`src/hdl/spqm_pkg.sv`:
```
// spqm_pkg: constants, types and arithmetic helpers for the seat pressure quadrant monitor
// no dependencies; imported by seat_pressure_quadrant_monitor
package spqm_pkg;

	localparam int SENSORS     = 9;
	localparam int CAL_FRAMES  = 10;
	localparam int SAMPLE_BITS = 10;
	localparam int QUADS       = 4;
	localparam int QUAD_SIZE   = 4;
	localparam int LEVEL_BITS  = 3;

	// per-sensor sums hold up to sixteen frames of samples
	localparam int SUM_BITS   = SAMPLE_BITS + 4;
	localparam int QSUM_BITS  = SAMPLE_BITS + 2;
	localparam int MULT_BITS  = SAMPLE_BITS + 3;
	localparam int PRES_BITS  = SAMPLE_BITS + 6;
	localparam int CNT_BITS   = 4;

	// reciprocal divide: floor(x / d) = (x * ceil(2^k / d)) >> k, exact for x < 2^(k-4)
	localparam int DIV_SHIFT  = SUM_BITS + 4;
	localparam int PROD_BITS  = SUM_BITS + DIV_SHIFT + 1;
	localparam longint RECIP_CAL  = ((64'd1 << DIV_SHIFT) + CAL_FRAMES - 1) / CAL_FRAMES;
	localparam longint RECIP_SENS = ((64'd1 << DIV_SHIFT) + SENSORS - 1) / SENSORS;

	localparam int S_TDATA_BITS = ((SENSORS * SAMPLE_BITS + 7) / 8) * 8;
	localparam int M_FIELD_BITS = QUADS * LEVEL_BITS + 2;
	localparam int M_TDATA_BITS = ((M_FIELD_BITS + 7) / 8) * 8;

	// quadrant membership: front left, front right, rear left, rear right
	localparam int QUAD_MEMBERS [QUADS][QUAD_SIZE] = '{
		'{4, 1, 0, 3},
		'{7, 4, 3, 6},
		'{5, 2, 1, 4},
		'{8, 5, 4, 7}
	};

	typedef enum logic [LEVEL_BITS-1:0] {
		LVL_NONE,
		LVL_REALLY_LOW,
		LVL_LOW,
		LVL_NORMAL,
		LVL_HIGH,
		LVL_REALLY_HIGH
	} level_t;

	typedef logic [SAMPLE_BITS-1:0] sample_t;
	typedef logic [SUM_BITS-1:0]    sum_t;

	function automatic sum_t div_cal(input sum_t x);
		logic [PROD_BITS-1:0] prod;
		prod = PROD_BITS'(x) * PROD_BITS'(RECIP_CAL);
		return SUM_BITS'(prod >> DIV_SHIFT);
	endfunction

	function automatic sum_t div_sens(input sum_t x);
		logic [PROD_BITS-1:0] prod;
		prod = PROD_BITS'(x) * PROD_BITS'(RECIP_SENS);
		return SUM_BITS'(prod >> DIV_SHIFT);
	endfunction

	// boundaries at a quarter, half, one and a half and seven quarters of the reference
	function automatic level_t level_of(input sample_t cur, input sample_t ref_val);
		logic [MULT_BITS-1:0] c;
		logic [MULT_BITS-1:0] r1;
		logic [MULT_BITS-1:0] r2;
		logic [MULT_BITS-1:0] r6;
		logic [MULT_BITS-1:0] r7;
		level_t lvl;
		c  = MULT_BITS'({cur, 2'b00});
		r1 = MULT_BITS'(ref_val);
		r2 = r1 << 1;
		r6 = (r1 << 2) + (r1 << 1);
		r7 = (r1 << 3) - r1;
		priority if (cur == '0) lvl = LVL_NONE;
		else if (c <= r1)       lvl = LVL_REALLY_LOW;
		else if (c <= r2)       lvl = LVL_LOW;
		else if (c <= r6)       lvl = LVL_NORMAL;
		else if (c <= r7)       lvl = LVL_HIGH;
		else                    lvl = LVL_REALLY_HIGH;
		return lvl;
	endfunction

endpackage

```
`src/hdl/seat_pressure_quadrant_monitor.sv`:
```
// seat_pressure_quadrant_monitor: input register, two work stages and an output register
// one beat per cycle sustained while m_tready stays high
// each stage moves on when the stage after it is empty or moving, so bubbles close up under stall
// calibration sums, frame count and offsets update as a calibration frame leaves the input register
// arst_n clears all valid bits, sums, the frame count and the offsets at once
// depends on spqm_pkg
module seat_pressure_quadrant_monitor
	import spqm_pkg::*;
(
	input  logic                    clk,
	input  logic                    arst_n,
	input  logic                    s_tvalid,
	output logic                    s_tready,
	input  logic [S_TDATA_BITS-1:0] s_tdata,   // sample_0 .. sample_8, zero padded
	input  logic                    s_tuser,   // action
	output logic                    m_tvalid,
	input  logic                    m_tready,
	output logic [M_TDATA_BITS-1:0] m_tdata    // level_front_left, level_front_right,
	                                           // level_rear_left, level_rear_right,
	                                           // user_present, calibration_committed, padding
);

	logic v_s1, v_s2, v_s3, v_s4;
	logic en1, en2, en3, en4;
	logic step12, step23, step34;

	sample_t smp_s1 [SENSORS];
	logic    action_s1;

	logic [QSUM_BITS-1:0] csum_s2 [QUADS];
	sum_t                 total_s2;
	logic                 committed_s2;

	sample_t cur_s3 [QUADS];
	sample_t ref_s3 [QUADS];
	sample_t base_s3;
	sum_t    total_s3;
	logic    committed_s3;

	level_t  level_s4 [QUADS];
	logic    present_s4;
	logic    committed_s4;

	sum_t                cal_sums_q [SENSORS];
	logic [CNT_BITS-1:0] cal_count_q;
	sample_t             offsets_q [SENSORS];

	sum_t                 new_sum [SENSORS];
	logic                 commit_s1;
	logic [QSUM_BITS-1:0] csum_c [QUADS];
	sum_t                 total_c;
	logic [QSUM_BITS-1:0] rsum_c [QUADS];
	sum_t                 osum_c;
	logic [PRES_BITS-1:0] pres_lhs, pres_rhs;
	logic                 sums_clear;

	assign en4 = !v_s4 || m_tready;
	assign en3 = !v_s3 || en4;
	assign en2 = !v_s2 || en3;
	assign en1 = !v_s1 || en2;
	assign step12 = v_s1 && en2;
	assign step23 = v_s2 && en3;
	assign step34 = v_s3 && en4;

	assign s_tready = en1;
	assign m_tvalid = v_s4;

	// stage 1 work: accumulate, form the quadrant sums and total, and detect the last calibration frame
	always_comb begin
		total_c = '0;
		for (int i = 0; i < SENSORS; i++) begin
			new_sum[i] = cal_sums_q[i] + SUM_BITS'(smp_s1[i]);
			total_c = total_c + SUM_BITS'(smp_s1[i]);
		end
		for (int q = 0; q < QUADS; q++) begin
			csum_c[q] = '0;
			for (int k = 0; k < QUAD_SIZE; k++) begin
				csum_c[q] = csum_c[q] + QSUM_BITS'(smp_s1[QUAD_MEMBERS[q][k]]);
			end
		end
		commit_s1 = !action_s1 && (cal_count_q == CNT_BITS'(CAL_FRAMES - 1));
	end

	// stage 2 work: quadrant references and base from the offsets as they now stand
	always_comb begin
		osum_c = '0;
		for (int i = 0; i < SENSORS; i++) begin
			osum_c = osum_c + SUM_BITS'(offsets_q[i]);
		end
		for (int q = 0; q < QUADS; q++) begin
			rsum_c[q] = '0;
			for (int k = 0; k < QUAD_SIZE; k++) begin
				rsum_c[q] = rsum_c[q] + QSUM_BITS'(offsets_q[QUAD_MEMBERS[q][k]]);
			end
		end
	end

	// stage 3 work: 4*total against 27*base
	always_comb begin
		pres_lhs = PRES_BITS'({total_s3, 2'b00});
		pres_rhs = (PRES_BITS'(base_s3) << 4) + (PRES_BITS'(base_s3) << 3)
			+ (PRES_BITS'(base_s3) << 1) + PRES_BITS'(base_s3);
	end

	always_comb begin
		m_tdata = '0;
		for (int q = 0; q < QUADS; q++) begin
			m_tdata[q*LEVEL_BITS +: LEVEL_BITS] = level_s4[q];
		end
		m_tdata[QUADS*LEVEL_BITS]     = present_s4;
		m_tdata[QUADS*LEVEL_BITS + 1] = committed_s4;
	end

	always_ff @(posedge clk or negedge arst_n) begin
		if (!arst_n) begin
			v_s1 <= 1'b0;
			v_s2 <= 1'b0;
			v_s3 <= 1'b0;
			v_s4 <= 1'b0;
			cal_count_q <= '0;
			for (int i = 0; i < SENSORS; i++) begin
				cal_sums_q[i] <= '0;
				offsets_q[i]  <= '0;
			end
		end else begin
			if (en1) v_s1 <= s_tvalid;
			if (en2) v_s2 <= v_s1;
			if (en3) v_s3 <= v_s2;
			if (en4) v_s4 <= v_s3;
			if (step12 && !action_s1) begin
				if (commit_s1) begin
					cal_count_q <= '0;
					for (int i = 0; i < SENSORS; i++) begin
						cal_sums_q[i] <= '0;
						offsets_q[i]  <= SAMPLE_BITS'(div_cal(new_sum[i]));
					end
				end else begin
					cal_count_q <= cal_count_q + 1'b1;
					for (int i = 0; i < SENSORS; i++) begin
						cal_sums_q[i] <= new_sum[i];
					end
				end
			end
		end
	end

	always_ff @(posedge clk) begin
		if (s_tvalid && en1) begin
			action_s1 <= s_tuser;
			for (int i = 0; i < SENSORS; i++) begin
				smp_s1[i] <= s_tdata[i*SAMPLE_BITS +: SAMPLE_BITS];
			end
		end
		if (step12) begin
			csum_s2      <= csum_c;
			total_s2     <= total_c;
			committed_s2 <= commit_s1;
		end
		if (step23) begin
			for (int q = 0; q < QUADS; q++) begin
				cur_s3[q] <= SAMPLE_BITS'(csum_s2[q] >> 2);
				ref_s3[q] <= SAMPLE_BITS'(rsum_c[q] >> 2);
			end
			base_s3      <= SAMPLE_BITS'(div_sens(osum_c));
			total_s3     <= total_s2;
			committed_s3 <= committed_s2;
		end
		if (step34) begin
			for (int q = 0; q < QUADS; q++) begin
				level_s4[q] <= level_of(cur_s3[q], ref_s3[q]);
			end
			present_s4   <= pres_lhs > pres_rhs;
			committed_s4 <= committed_s3;
		end
	end

	always_comb begin
		sums_clear = 1'b1;
		for (int i = 0; i < SENSORS; i++) begin
			if (cal_sums_q[i] != '0) sums_clear = 1'b0;
		end
	end

	// the frame count never reaches the commit figure
	a_count_range: assert property (@(posedge clk) disable iff (!arst_n)
		cal_count_q < CNT_BITS'(CAL_FRAMES))
		else $error("calibration frame count out of range");

	// a committing beat leaves sums and count cleared
	a_commit_clears: assert property (@(posedge clk) disable iff (!arst_n)
		(step12 && commit_s1) |=> (sums_clear && cal_count_q == '0))
		else $error("calibration state not cleared after commit");

	// measurement beats leave the calibration count alone
	a_measure_keeps: assert property (@(posedge clk) disable iff (!arst_n)
		(step12 && action_s1) |=> $stable(cal_count_q))
		else $error("measurement beat changed calibration count");

endmodule
```
`config.mk`:
```
export PLATFORM = sky130hd
export DESIGN_NAME = seat_pressure_quadrant_monitor
export DESIGN_NICKNAME = d
export VERILOG_FILES = /design/src/hdl/spqm_pkg.sv /design/src/hdl/seat_pressure_quadrant_monitor.sv
export SDC_FILE = /design/constraint.sdc
export NUM_CORES = 2
export LEC_CHECK = 0
export ABC_CLOCK_PERIOD_IN_PS = 7850
export BUFFER_PORTS_ARGS = -buffer_cell sky130_fd_sc_hd__buf_2
export CAP_MARGIN = 20
export CORE_UTILIZATION = 50
export CTS_BUF_LIST = sky130_fd_sc_hd__clkbuf_8
export DETAILED_ROUTE_END_ITERATION = 8
export PLACE_DENSITY = 0.73
export SYNTH_ARGS = -nofsm -noshare
export SYNTH_HDL_FRONTEND = slang
export SYNTH_SLANG_ARGS = --single-unit
```
`constraint.sdc`:
```
create_clock -name clk -period 7.85 [get_ports clk]
set_input_delay 0.3925 -clock clk [delete_from_list [all_inputs] [get_ports clk]]
set_output_delay 0.3925 -clock clk [all_outputs]
set_load 0.05 [all_outputs]
```
==> qor_table.md <==
| Step | Result | Value |
|:---|:---|:---|
| outcome | Status | complete, but fails checks |
| outcome | Violated checks | setup timing |
| timing | Min cycle time layout | 8.239 ns |
| clock network | Buffer depth of the longest clock path | 3 |
| global route | Total global-route track usage | 0.2711 |
| floorplanning | CORE AREA | 137700 sq um |
| final layout | Final instance area | 79150 sq um |
| clock network | Clock sink count | 489 |
| place | Placed cell count | 8810 |
| place | Cell area after placement | 74930 sq um |
| final layout | Final layout net count | 9663 |
| floorplanning | Initial standard-cell utilization of the core | 0.5041 |
| synth | Mapped Avg Cell Area | 10.52 sq um |
| critical path | Most used cell along the critical path | sky130_fd_sc_hd__fa_1 |
| synth | Post-synthesis register bit count | 489 |
| global route | Largest net degree at the start of global routing | 89 |
| synth | Post-synth top area share | 0.2580 |
| clock network | Clock transition at the register clock pins on the worst setup and hold paths after CTS | 0.07 ns |
| final layout | Area taken by multi-input logic gates | 51880 sq um |
| route | Via density | 5.452 |
| critical path | R2R Setup Slk | -0.39 ns |
| timing | Final worst slack | -0.3893 ns |
| critical path | Required time at the worst-slack endpoint | 8.41 ns |
| timing | Unrepaired setup endpoints after global routing | yes |
| synth | Main synth FF type | sky130_fd_sc_hd__edfxtp_1 |
| route | Number of optimization iterations in the first detailed-route pass | 5 |
| critical path | Cell with the largest stage delay on the worst path | sky130_fd_sc_hd__fa_2 |
| timing | Part of the cycle the worst path needs | 1.050 |
| timing | Worst slew slack as a fraction of its limit | 0.2965 |
| place | Half-perimeter wire length after detailed placement | 156800 microns |
| critical path | Worst setup path class | flip-flop to flip-flop |
| synth | Area of the mapped netlist | 69400 sq um |
| route | Iter 0 DRT Violations | 3202 |
| floorplanning | Width of the chip | 374.6 microns |
| route | Average routed wire per standard cell | 20.74 microns |
| run | Maximum capacitance violations | 0 |
| critical path | Largest driver fanout on the critical path | 3 |
| synth | Number of instances in the synthesized netlist | 6597 |
| min path | Type of the worst min-delay path | primary input to async pin |
| floorplanning | Height of the chip | 374.6 microns |
| final layout | Ratio of cells with drive above 1 in the final layout | 0.1225 |
| critical path | Critical path launch point type | flip-flop |
| final layout | Number of fillers in the final layout | 11361 |
| critical path | Kind of end point of the critical path | flip-flop |
| timing | Max Clock Skew | 0.05353 ns |
| floorplanning | Floorplan row count | 136 |
| place | Final Wtd Congestion | 0.9656 |
| synth | Seq/Total Area, Yosys | 0.1954 |
| synth | Number of distinct standard cells referenced by the synthesized netlist | 86 |
| final layout | Register cell area after layout | 13570 sq um |
| global route | Global-route wire length before repair | 292800 microns |
| floorplanning | I/O pin count | 119 |
| clock network | Number of buffers created by CTS | 91 |
| global route | Via count of the first global-routing pass | 52780 |
| route | Post-route ant nets | 0 |
| critical path | Crit path arrival time | 8.80 ns |
| global route | Initial antenna violation count | 12 |
| clock network | Root Buffer | sky130_fd_sc_hd__clkbuf_8 |
| timing | Achievable Freq | 121.4 MHz |
| clock network | TritonCTS clock tree | built |
| synth | Most common cell in the synthesized netlist | sky130_fd_sc_hd__ha_1 |
| final layout | Area growth, synth to finish | 14.05% |
| timing | Setup Viol. Count Final | 8 |
| clock network | H-tree lvl count | 3 |
| synth | Yosys Warn Count | 0 |
| timing | Number of failing hold endpoints at the final stage | 0 |
| floorplanning | Overall die area | 140300 sq um |
| synth | Leading cell types by count after synthesis | sky130_fd_sc_hd__ha_1, sky130_fd_sc_hd__inv_1, sky130_fd_sc_hd__fa_1, sky130_fd_sc_hd__nand2_1, sky130_fd_sc_hd__edfxtp_1 |
| global route | GRT overflow | 0 |
| place | Port bufs | 110 |
| final layout | Non-filler instance count after layout | 9125 |
| route | Via count | 49745 |
| route | Routed wire length | 189200 microns |
| timing | Number of slew-limit violations in the final report | 0 |
| synth | EDFF count, synth | 265 |
| critical path | Largest stage delay on the critical path | 0.61 ns |
| synth | Share of async-settable or async-resettable flops after synthesis | 0.4581 |
| timing | Transition at the pin with the smallest max-transition slack | 1.055 ns |
| synth | Biggest area consumer among synthesized cells | sky130_fd_sc_hd__ha_1 |
| synth | Leading cell types by total area after synthesis | sky130_fd_sc_hd__ha_1, sky130_fd_sc_hd__fa_1, sky130_fd_sc_hd__edfxtp_1, sky130_fd_sc_hd__dfrtp_1, sky130_fd_sc_hd__inv_1 |
| clock network | Clock insertion delay at the later pin of the skew report | 0.84 ns |
| route | DRC viols | 0 |
-- final timing paths --
kind | startpoint | to | cells after the start
max | offsets_q[63]$_DFFE_PN0P_ | base_s3[9]$_DFFE_PP_ | 29
min | arst_n | cal_sums_q[14]$_DFFE_PN0P_ | 2
max reg2reg | offsets_q[63]$_DFFE_PN0P_ | base_s3[9]$_DFFE_PP_ | 29
min reg2reg | csum_s2[26]$_DFFE_PP_ | cur_s3[1][0]$_DFFE_PP_ | 0
max in group asynchronous | arst_n | cal_sums_q[100]$_DFFE_PN0P_ | 4
min in group clk | s_tdata[40] | smp_s1[2][0]$_DFFE_PP_ | 2
-- repair_timing --
item / in CTS / in global routing
gates cloned: 0 / 0
setup buffers: 10 / 33
gates resized for setup: 54 / 131
endpoints found under the hold margin: 169 / 0
hold buffers: 94 / 0
pin swaps: 40 / 83
setup endpoints to repair: 41 / 86
-- stage by stage --
step	util	setup TNS [ns]	setup WS, ns	hold slack, ns
5_1_grt	0.5749	-4.826	-0.7064	0.2143
2_1_floorplan	-	-0.1973	-0.1323	0.09691
3_3_place_gp	0.5443	-2.289	-0.4520	0.4013
3_5_place_dp	0.5443	-4.326	-0.5637	0.4045
4_1_cts	0.5687	-2.436	-0.4191	0.1212
6_report	0.5749	-1.886	-0.3893	0.1786
-- sequential cells by signal (all words and copies together) (netlist names), 4 cells and up --
name and count:
base_s3 10, cal_count_q 4, cal_sums_q 126, csum_s2 40, cur_s3 40, level_s4 12
offsets_q 90, ref_s3 40, smp_s1 90, total_s2 14, total_s3 14
-- kinds of logic (layout without fill, tap and decap cells) --
family	count (synthesis)	after routing	synth area share
flip-flops	489	489	0.1954
adder cells (fa/ha/maj)	2317	2317	0.5136
other	1	9	0.00005404
AO/OA/AOI/OAI	1100	1100	0.1022
XOR/XNOR	374	374	0.04720
AND/OR/NAND/NOR	979	979	0.06891
multiplexers	1	1	0.0001623
buffers and inverters	1336	2062	0.07248
-- routing by layer --
layer,global-route usage,part of all wire,vias to the layer above
met5,0,0.00041,-
met4,0.07880,0.031,10
met3,0.05338,0.070,319
met2,0.4533,0.47,1381
met1,0.3559,0.42,24660
li1,-,-,23375
-- layout by cell type, fill, tap and decap left out, types with 160 or more instances in the layout --
master                     instances
sky130_fd_sc_hd__nor2_1          167
sky130_fd_sc_hd__ha_1           1415
sky130_fd_sc_hd__nand2_1         340
sky130_fd_sc_hd__edfxtp_1        265
sky130_fd_sc_hd__inv_1          1284
sky130_fd_sc_hd__a21o_1          160
sky130_fd_sc_hd__buf_4           413
sky130_fd_sc_hd__o21ai_0         247
sky130_fd_sc_hd__xnor2_1         242
sky130_fd_sc_hd__dfrtp_1         221
sky130_fd_sc_hd__a21oi_1         204
sky130_fd_sc_hd__fa_1            873
-- critical path: cells and delay by family, from the launching register on --
kind                     cells  cell delay [ns]
flip-flops                   1             0.40
AO/OA/AOI/OAI               12             2.44
adder cells (fa/ha/maj)     11             4.63
buffers and inverters        4             0.24
XOR/XNOR                     2             0.28
-- area by class of cell --
cell class / count / share of cell area
clock buffer: 96 / 0.01669
antenna: 7 / 0.0002213
tap: 1794 / 0.02836
clock inverter: 76 / 0.009200
multi-input combinational: 4773 / 0.6555
timing repair buffer: 618 / 0.05829
inverter: 1272 / 0.06032
sequential: 489 / 0.1714
Power is not shown: default switching activity piles up to over one toggle a cycle in this logic, so the estimate is an artifact.
